[config.mk]
export PLATFORM = sky130hd
export DESIGN_NAME = gbn_ctrl
export DESIGN_NICKNAME = d
export VERILOG_FILES = /design/src/design/gbn_pkg.sv /design/src/design/gbn_ctrl.sv
export SDC_FILE = /design/constraint.sdc
export NUM_CORES = 1
export LEC_CHECK = 0
export ABC_AREA = 1
export BUFFER_PORTS_ARGS = -buffer_cell sky130_fd_sc_hd__buf_2
export CAP_MARGIN = 30
export CORE_UTILIZATION = 50
export DETAILED_ROUTE_END_ITERATION = 16
export PLACE_DENSITY = 0.75
export SLEW_MARGIN = 10
export SYNTH_ARGS = -nofsm -noshare
export SYNTH_HDL_FRONTEND = slang
export SYNTH_SLANG_ARGS = --single-unit
[constraint.sdc]
create_clock -name clk -period 1.8 [get_ports clk]
set_input_delay 0.36 -clock clk [delete_from_list [all_inputs] [get_ports clk]]
set_output_delay 0.36 -clock clk [all_outputs]
set_load 0.01 [all_outputs]
[src/design/gbn_pkg.sv]
package gbn_pkg;

	localparam int MaxDegree = 64;
	localparam int RowAw     = 6;   // index of a row or a column
	localparam int CntW      = 7;   // holds 0..MaxDegree

	typedef logic [MaxDegree-1:0] row_t;

	// commands from the controller to the datapath
	typedef struct packed {
		logic load;    // latch a new polynomial
		logic build;   // one step of the x^k mod p register
		logic piv;     // pivot search on the row just read
		logic elim;    // sweep rows below the pivot row
		logic bas;     // sweep pivot map to form a basis vector
		logic bwr;     // store the basis vector
		logic knext;   // advance to the next row
		logic oload;   // load the output register
	} cmd_t;

	// status from the datapath to the controller
	typedef struct packed {
		logic deg_zero;
		logic build_last;
		logic piv_found;
		logic scan_done;
		logic k_last;
		logic out_fire;
		logic out_last;
	} sts_t;

	function automatic logic [RowAw-1:0] lowest_one(input row_t v);
		logic [RowAw-1:0] idx;
		idx = '0;
		for (int i = MaxDegree - 1; i >= 0; i--) begin
			if (v[i]) idx = RowAw'(i);
		end
		return idx;
	endfunction

endpackage

[src/design/gbn_ctrl.sv]
module gbn_ctrl (
	input  logic          clk,
	input  logic          arst_n,
	input  logic          in_fire,
	input  gbn_pkg::sts_t sts,
	output gbn_pkg::cmd_t cmd,
	output logic          idle
);

	typedef enum logic [10:0] {
		IDLE  = 11'b000_0000_0001,
		BUILD = 11'b000_0000_0010,
		RDK   = 11'b000_0000_0100,
		PIV   = 11'b000_0000_1000,
		ELIM  = 11'b000_0001_0000,
		BAS   = 11'b000_0010_0000,
		BWR   = 11'b000_0100_0000,
		KNEXT = 11'b000_1000_0000,
		ORD   = 11'b001_0000_0000,
		OLD   = 11'b010_0000_0000,
		OWAIT = 11'b100_0000_0000
	} state_t;

	state_t state_q, state_d;

	always_ff @(posedge clk or negedge arst_n) begin
		if (!arst_n) state_q <= IDLE;
		else state_q <= state_d;
	end

	assign idle = (state_q == IDLE);

	always_comb begin
		state_d = state_q;
		cmd     = '0;
		case (state_q)
			IDLE: begin
				if (in_fire && !sts.deg_zero) begin
					cmd.load = 1'b1;
					state_d  = BUILD;
				end
			end
			BUILD: begin
				cmd.build = 1'b1;
				if (sts.build_last) state_d = RDK;
			end
			RDK: begin
				state_d = PIV;
			end
			PIV: begin
				cmd.piv = 1'b1;
				state_d = sts.piv_found ? ELIM : BAS;
			end
			ELIM: begin
				cmd.elim = 1'b1;
				if (sts.scan_done) state_d = KNEXT;
			end
			BAS: begin
				cmd.bas = 1'b1;
				if (sts.scan_done) state_d = BWR;
			end
			BWR: begin
				cmd.bwr = 1'b1;
				state_d = KNEXT;
			end
			KNEXT: begin
				cmd.knext = 1'b1;
				state_d   = sts.k_last ? ORD : RDK;
			end
			ORD: begin
				state_d = OLD;
			end
			OLD: begin
				cmd.oload = 1'b1;
				state_d   = OWAIT;
			end
			OWAIT: begin
				if (sts.out_fire) state_d = sts.out_last ? IDLE : ORD;
			end
			default: state_d = IDLE;
		endcase
	end

endmodule

# --- Word level (Yosys, flattened, before mapping) ---
# Index checks and enable logic that the tools add are counted.
totals:
  ff_bits: 11
  input_bits: 10
  output_inout_bits: 9
classes:
  n_eq_ne: 16
  mux: 18
  n_reduce_logical: 3
op_table:
  columns: ["op", "count"]
  rows:
  - ["11-bit one-hot mux with 11 select lines", 1]
  - ["11-bit 2-to-1 mux", 5]
  - ["9-bit 2-to-1 mux", 2]
  - ["11-bit by 1-bit == test with 1-bit output, second input constant", 1]
  - ["11-bit by 10-bit == test with 1-bit output, second input constant", 1]
  - ["11-bit == test, second input constant", 1]
  - ["11-bit by 2-bit == test with 1-bit output, second input constant", 1]
  - ["11-bit by 3-bit == test with 1-bit output, second input constant", 1]
  - ["11-bit by 4-bit == test with 1-bit output, second input constant", 1]
  - ["11-bit by 5-bit == test with 1-bit output, second input constant", 1]
  - ["11-bit by 6-bit == test with 1-bit output, second input constant", 1]
  - ["11-bit by 7-bit == test with 1-bit output, second input constant", 1]
  - ["11-bit by 8-bit == test with 1-bit output, second input constant", 1]
  - ["11-bit by 9-bit == test with 1-bit output, second input constant", 1]
  - ["1-bit 2-to-1 mux", 9]
  - ["2-bit inequality test, second input constant", 4]
  - ["6-bit 2-to-1 mux", 1]
  - ["5-bit AND reduction", 1]
  - ["2-bit by 1-bit inequality test with 1-bit output, second input constant", 1]
  - ["1-bit logical AND", 1]
  - ["1-bit zero test", 1]

# --- Logic depth before layout (Yosys ltp) ---
# Gate-level depths: netlist of the first run.
depth:
  ltp_word: 4
  mapped_depth: 10

# --- Worst setup path before layout of the first run ---
# Ideal clock, no wire load.
synth_path:
  path_kind: "reg2out"
  startpoint: "reg state_q[7]"
  endpoint: "out cmd[7] (netlist bit)"
  arrival_ns: 1.065
  t_required_ns: 1.440
  path_slack_ns: 0.375
  stages_incl_launch_ff: 6
  path_buffers: 0
  cell_sequence: "dfrtp_1 nor2_1 nand2_2 nor2_4 nand2_1 nor2_1"
synth_lines:
  columns: ["element", "line_no", "text"]
  rows:
  - ["start, declared", "gbn_ctrl.sv:24", "state_t state_q, state_d;"]
  - ["start signal, assigned", "gbn_ctrl.sv:28", "else state_q <= state_d;"]
  - ["end, declared", "gbn_ctrl.sv:6", "output gbn_pkg::cmd_t cmd,"]

==> metrics.txt, run 1 <==
Placer Congestion=0.846; Final nets=167; Die Width=41.9 µm; 1st-pass router iterations=4; fmax=0.543 GHz; Final Cell Area=0.00114 mm²; Via Count=842; Placed Cells=149; Ports=19; number of synthesized register bits=11; num rows=14; R2R cell count=10; Tmin final=1840 ps; final core utilization=0.765; Worst Path Arrival=1480 ps; pre-CTS WS=210 ps; Setup crit end kind=output pin; Mapped Cells=115; Starting Density=0.535; non-filler cells, final=172; worst-skew pair later-pin latency=280 ps; Post-route DRC=0; Seq/Total Area, Yosys=0.347; CTS Buffer Depth=2; Max Cap Viol=0; H-tree Lvls=1; worst setup path start=state_q[10]; Synth top area share=0.314; Filler Cells Inserted=119; Clock Sinks=11; grt total ovfl=0; drt initial violations=17; Setup Viol. Count Final=1; Top reg by flops=state_q; chip height=41.9 µm; R2R Setup Slk=200 ps; final wirelength=2060 µm; Net Count, Synth=125; pin count of the biggest net entering global routing=12; Mapped Area=797 µm²; first-pass GRT wire length=3060 µm; outcome=finished, violations left; leak pwr=0.728 nW; number of failing hold endpoints at the final stage=0; die area=0.00176 mm²; Crit path max-delay family=simple AND/OR/NAND/NOR gates; Area after DPL=907 µm²; Root Driver=clkbuf_4; Worst Max-Slew Pin Slew=422 ps; yosys synthesis warning count=0; Worst-path clk slew=80 ps; VDD IR-drop max=0.000496 V; CP max stage delay=400 ps; ratio of cells with drive above 1 in the final layout=0.481; routed len/inst=12.0 µm; Hold Crit Start=sts[4]; # port buffers=18; total CTS buffers=3; Slew HR=0.718; Post-DP HPWL=1330 µm; ranking of synthesized cells by area=dfrtp_1, inv_1, nand2_1; Antenna Diode Count=0; Worst Path Required=1440 ps; biggest registers after layout=state_q (11); Hold Path End=state_q[5]; Crit Path Max Fanout=5; R2R Path End=state_q[0]; reg2reg start=state_q[10]; Pwr Total=1.18 mW; skew final=2.48 ps; Worst setup SP type=flip-flop; gr usage total=0.234; syn avg cell area=6.93 µm²; DR WL met3=31 µm; core box area=0.00149 mm²; setup ws final=-42.1 ps; CP Buf/Inv Count=1; period utilization=1.02; antenna viol nets, final=0; vias in the first global route=747; worst hold stages=2; Netlist cell types=21; TritonCTS clock tree=built; failing checks=negative setup slack; Pwr Density=1040 mW/mm²; Metal-1 WL=883 µm; worst hold path class=in -> reg; Max Slew Vio Count=0; RSZ-0062 raised after global routing=true; max FFs per register=11; Vias/cell=4.90; top sig layer=met4; CP Class=reg -> out; Area Growth Syn to Fin=42.9%; critical path's slowest cell=dfrtp_1; initial antenna violation count=0; area leader, netlist=dfrtp_1; DR WL met2=1110 µm; cells along the critical path=nor2_2, nand2_2, nor2_4, nand2_4, nor2_1, buf_2
==> cells by family (layout without fill, tap and decap cells) <==
kind of cell,after synthesis,after routing,synth area share
AO/OA/AOI/OAI,6,6,0.0675
flip-flops,11,11,0.347
buffers and inverters,28,69,0.135
AND/OR/NAND/NOR,70,70,0.451
==> worst reg2reg max path: stages, from the launching register on <==
cell     delay (ps)
dfrtp_1         400
nor2_2          140
nand2_2         110
nor2_4          210
buf_4           140
buf_4            90
nand4_1         110
nand3_1         100
nor2_1           50
nor2_1          110
nor2_1           60
==> report_power, final <==
group | leakage [nW] | total [mW] | switching (mW) | internal [mW]
logic | 0.564 | 0.667 | 0.402 | 0.264
registers | 0.149 | 0.331 | 0.0403 | 0.291
clock network | 0.0150 | 0.181 | 0.0951 | 0.0860
==> through the flow <==
| stage | setup TNS (ps) | hold slack [ps] |
|---|---|---|
| after global placement | 0 | 245 |
| after detailed placement | 0 | 244 |
| after floorplan | 0 | 64.4 |
| after CTS | -5.83 | 294 |
| after global routing | -189 | 317 |
| final | -42.1 | 294 |
==> cell type report <==
| type | instances | area (µm²) | area share |
|---|---|---|---|
| flip-flops and latches | 11 | 277 | 0.243 |
| well taps | 16 | 20.0 | 0.0176 |
| inverters | 28 | 108 | 0.0945 |
| repair buffers | 37 | 260 | 0.229 |
| clock buffers | 4 | 26.3 | 0.0231 |
| multi-input cells | 76 | 448 | 0.393 |
==> Yosys cell counts <==
master    instances
inv_2             1
nand3_2           1
a21oi_2           2
dfrtp_1          10
and2_1            1
nand2_2           4
nand4_1           1
inv_4             1
nor3b_1           1
nand3_1           6
nand2_4           3
o22ai_1           1
o21ai_2           2
nor2_2            3
nor2_1           21
nand3b_1          1
dfstp_2           1
inv_1            26
nand2_1          24
nor2_4            4
o22ai_2           1
==> worst max path at each step <==
stage	end	slack, ps	cells past startpoint
floorplan	cmd[7]	380	5
global placement	cmd[7]	250	6
detailed placement	cmd[7]	210	6
CTS	cmd[7]	-6	6
global route	cmd[7]	-80	6
finish	cmd[7]	-40	6
==> per-layer routing <==
| layer | vias to the layer above | track usage |
|---|---|---|
| li1 | 421 | - |
| met5 | - | 0 |
| met2 | 10 | 0.394 |
| met3 | 5 | 0.0261 |
| met1 | 406 | 0.286 |
| met4 | 0 | 0.135 |
==> what timing repair did <==
action                     4_1_cts  5_1_grt
hold endpoints to repair        10        0
resized for setup                8       12
hold buffers                     1        0
setup buffers                    4       14
pin swaps                        4       13
setup endpoints to repair        6        9
==> cells in the final DEF, fill, tap and decap left out <==
| cell | count |
|---|---|
| a21oi_2 | 2 |
| and2_1 | 1 |
| buf_2 | 14 |
| buf_4 | 18 |
| buf_6 | 4 |
| clkbuf_1 | 1 |
| clkbuf_4 | 3 |
| dfrtp_1 | 10 |
| dfstp_2 | 1 |
| dlygate4sd3_1 | 1 |
| inv_1 | 21 |
| inv_2 | 6 |
| inv_4 | 1 |
| nand2_1 | 19 |
| nand2_2 | 8 |
| nand2_4 | 4 |
| nand3_1 | 6 |
| nand3_2 | 1 |
| nand3b_1 | 1 |
| nand4_1 | 1 |
| nor2_1 | 18 |
| nor2_2 | 4 |
| nor2_4 | 6 |
| nor3b_1 | 1 |
| o21ai_2 | 2 |
| o22ai_1 | 1 |
| o22ai_2 | 1 |
No activity file was read; power rests on OpenSTA's default activity.
==> inputs of run 2 (changes only) <==
CORE_MARGIN = 2   (was not set)
GPL_TIMING_DRIVEN = 1   (was not set)
==> metrics.txt, run 2 (synthesis results as in run 1) <==
outcome=finished, violations left; failing checks=negative setup slack; Worst Path Arrival=1460 ps; setup ws final=-22.6 ps; Placer Congestion=0.829; Via Count=787; ratio of cells with drive above 1 in the final layout=0.477; Worst Path Required=1440 ps; first-pass GRT wire length=2860 µm; initial antenna violation count=0; final wirelength=1930 µm; # port buffers=18; most frequent cells in the layout=inv_1, nand2_1, nor2_1; antenna viol nets, final=0; R2R Path End=state_q[1]; Slew HR=0.774; R2R cell count=10; GRT Max-Usage Layer=met2; Worst setup SP type=flip-flop; period utilization=1.01; Vias/cell=4.71; die area=0.00193 mm²; core box area=0.00151 mm²; Worst-path clk slew=80 ps; leak pwr=0.706 nW; vias in the first global route=705; Hold Path End=state_q[5]; Pwr Density=1020 mW/mm²; Final nets=162; final core utilization=0.732; Post-DP HPWL=1360 µm; TritonCTS clock tree=built; fmax=0.549 GHz; commonest non-fill, non-tap cell in the layout=inv_1; Hold Crit Start=sts[4]; Placed Cells=149; skew final=0.588 ps; Setup Viol. Count Final=3; biggest registers after layout=state_q (11); CTS Buffer Depth=2; Post-route DRC=0; number of failing hold endpoints at the final stage=0; met1 Track Usage GR=0.259; pin count of the biggest net entering global routing=12; worst hold path class=in -> reg; Starting Density=0.529; Max Slew Vio Count=0; grt total ovfl=0; Pwr Total=1.12 mW; max FFs per register=11; Die Width=43.9 µm; total CTS buffers=3; Worst Max-Slew Pin Slew=338 ps; Area Growth Syn to Fin=38.3%; worst hold stages=2; Crit Path Max Fanout=4; Max Cap Viol=0; H-tree Lvls=1; worst-skew pair later-pin latency=270 ps; Setup crit end kind=output pin; routed len/inst=11.6 µm; Top reg by flops=state_q; drt initial violations=18; gr usage total=0.207; chip height=43.9 µm; num rows=14; Setup TNS=-37.3 ps; RSZ-0062 raised after global routing=true; Tmin final=1820 ps; GRT met2 Usage=0.338; 1st-pass router iterations=4; reg2reg start=state_q[9]; CP Class=reg -> out; Ports=19; Clock Sinks=11; Antenna Diode Count=0; non-filler cells, final=167; GR Util met3=0.0625; Root Driver=clkbuf_4; VDD IR-drop max=0.000535 V; R2R Setup Slk=130 ps
[run 2: worst max-delay path: stages, from the launching register on]
cell and delay, ps:
dfrtp_1 420, nor2_2 130, nand2_2 120, nor2_4 230, nand2_2 120, inv_2 70, buf_6 90
[run 2: per-layer routing]
metal | share of wire | wire [µm] | up-vias
met4 | 0.0078 | 15 | 0
met2 | 0.53 | 1020 | 15
met5 | 0 | 0 | -
met3 | 0.032 | 61 | 2
li1 | - | - | 413
met1 | 0.43 | 839 | 357
[run 2: final cells by class]
type | instances | area (µm²)
multi-input cells | 76 | 448
fillers | 124 | 404
flip-flops and latches | 11 | 277
repair buffers | 32 | 223
inverters | 28 | 108
clock buffers | 3 | 22.5
well taps | 16 | 20.0
clock inverters | 1 | 5.00
[run 2: power breakdown]
group / internal (mW) / total [mW] / switching [mW]
Combinational: 0.234 / 0.614 / 0.380
Clock: 0.0823 / 0.174 / 0.0912
Sequential: 0.291 / 0.334 / 0.0428
[run 2: timing repair]
action	in CTS	in global routing
gates resized for setup	5	15
hold endpoints to repair	10	0
pin swaps	3	12
hold buffers	1	0
setup buffers	2	11
endpoints found under the setup margin	6	9
[run 2: through the flow]
stage	area, µm²	setup slack, ps	hold WS [ps]
floorplan	797	375	64.4
global placement	907	265	240
detailed placement	907	248	242
CTS	977	-2.88	306
global route	1100	-81.7	285
finish	1100	-22.6	304
[run 2: worst max path at each step]
| stage | start | end | slack, ps | cells after the start |
|---|---|---|---|---|
| finish | state_q[9] | cmd[2] | -20 | 6 |
| global route | state_q[9] | cmd[7] | -80 | 6 |
| CTS | state_q[9] | cmd[1] | -3 | 6 |
| detailed placement | state_q[9] | cmd[7] | 250 | 6 |
| global placement | state_q[4] | cmd[7] | 270 | 6 |
| floorplan | state_q[7] | cmd[7] | 380 | 5 |
==> inputs of run 3 (changes only) <==
clock period = 1.75 ns   (was 1.8 ns; I/O delays follow)
==> metrics.txt, run 3 (synthesis results as in run 1) <==
skew final=1.88 ps; biggest registers after layout=state_q (11); Top reg by flops=state_q; first-pass GRT wire length=3080 µm; Via Count=850; outcome=finished, violations left; final wirelength=2040 µm; Worst Max-Slew Pin Slew=359 ps; CTS Buffer Depth=2; Placer Congestion=0.829; Hold Crit Start=sts[4]; Final nets=167; VDD IR-drop max=0.000824 V; Clock Sinks=11; CP max stage delay=410 ps; grt total ovfl=0; ratio of cells with drive above 1 in the final layout=0.506; met1 Track Usage GR=0.267; Post-DP HPWL=1360 µm; Pwr Density=1050 mW/mm²; clock network power share=0.149; RSZ-0062 raised after global routing=true; Placed Cells=149; combinational share of power=0.568; Antenna Diode Count=0; GRT Max-Usage Layer=met2; TritonCTS clock tree=built; Setup TNS=-88.2 ps; Worst-path clk slew=80 ps; H-tree Lvls=1; core box area=0.00151 mm²; Tmin final=1810 ps; setup ws final=-56.1 ps; leak pwr=0.727 nW; # port buffers=18; Die Width=43.9 µm; period utilization=1.03; max FFs per register=11; R2R cell count=10; fmax=0.554 GHz; Hold Path End=state_q[5]; most frequent CP cell=nand2_2; Starting Density=0.529; Reg area=277 µm²; Worst Path Arrival=1460 ps; Setup Viol. Count Final=4; pin count of the biggest net entering global routing=12; cells along the critical path=nor2_2, nand2_2, nor2_4, nand2_2, inv_2, buf_6; Worst Path Required=1400 ps; share of power burned in registers=0.283; Root Driver=clkbuf_4; worst hold path class=in -> reg; most frequent cells in the layout=inv_1, nand2_1, buf_4; Ports=19; chip height=43.9 µm; Max Cap Viol=0; GR Util met3=0.0583; worst-skew pair later-pin latency=270 ps; failing checks=negative setup slack; Post-route DRC=0; gr usage total=0.219; Internal=0.661 mW; Max Slew Vio Count=0; Net Sw Frac=0.452; area of the multi-input gates=448 µm²; total CTS buffers=3; Vias/cell=4.94; drt initial violations=31; die area=0.00193 mm²; reg2reg start=state_q[9]; Setup crit end kind=output pin; Slew HR=0.760; antenna viol nets, final=0; vias in the first global route=766; commonest non-fill, non-tap cell in the layout=inv_1; Net Switching=0.545 mW; Filler Cells Inserted=107; Crit Path Max Fanout=4; initial antenna violation count=0; worst hold stages=2; CP Class=reg -> out; number of failing hold endpoints at the final stage=0; non-filler cells, final=172; R2R Path End=state_q[1]; GRT met2 Usage=0.379; 1st-pass router iterations=4; critical path's slowest cell=dfrtp_1; Area Growth Syn to Fin=44.6%; routed len/inst=11.8 µm; Worst setup SP type=flip-flop; R2R Setup Slk=100 ps; num rows=14
run 3: stage by stage:
stage	setup WS, ps	hold slack, ps	total power [mW]	util	area (µm²)
finish	-56.1	290	1.21	0.765	1150
global route	-135	285	1.29	0.765	1150
CTS	0.589	295	1.18	0.702	1060
detailed placement	208	232	0.896	0.602	907
global placement	225	230	0.883	0.602	907
floorplan	335	54.4	0.773	-	797
run 3: how the worst max path moves through the flow:
| stage | start | to | slack, ps |
|---|---|---|---|
| after global routing | state_q[9] | cmd[2] | -140 |
| after CTS | state_q[0] | cmd[2] | 0.6 |
| after floorplan | state_q[7] | cmd[7] | 340 |
| after detailed placement | state_q[9] | cmd[7] | 210 |
| after global placement | state_q[4] | cmd[7] | 230 |
| final | state_q[9] | cmd[2] | -60 |
run 3: critical path, delay by kind of cell, from the launching register on:
kind / cells / cell delay, ps
buffers and inverters: 2 / 170
flip-flops: 1 / 410
AND/OR/NAND/NOR: 4 / 600
run 3: power by group through the flow:
stage               Combinational (mW)  Clock, mW  Sequential [mW]
floorplan                        0.443          0            0.330
global placement                 0.547          0            0.337
detailed placement               0.557          0            0.339
CTS                              0.659      0.178            0.340
global route                     0.746      0.194            0.347
finish                           0.686      0.179            0.342
run 3: final cells by class:
type                       count  area share
multi-input combinational     76       0.389
sequential                    11       0.240
timing repair buffer          37       0.237
inverter                      28      0.0934
clock buffer                   3      0.0195
tap                           16      0.0174
clock inverter                 1     0.00434
run 3: repair_timing:
item	CTS	global route
pin swaps	9	4
endpoints found under the setup margin	9	9
hold buffers	1	0
hold endpoints to repair	10	0
gates resized for setup	10	14
setup buffers	11	7
run 3: per-layer routing:
layer / wire length [µm] / vias to the layer above
met1: 759 / 383
li1: - / 423
met5: 0 / -
met3: 121 / 10
met4: 44 / 0
met2: 1110 / 34
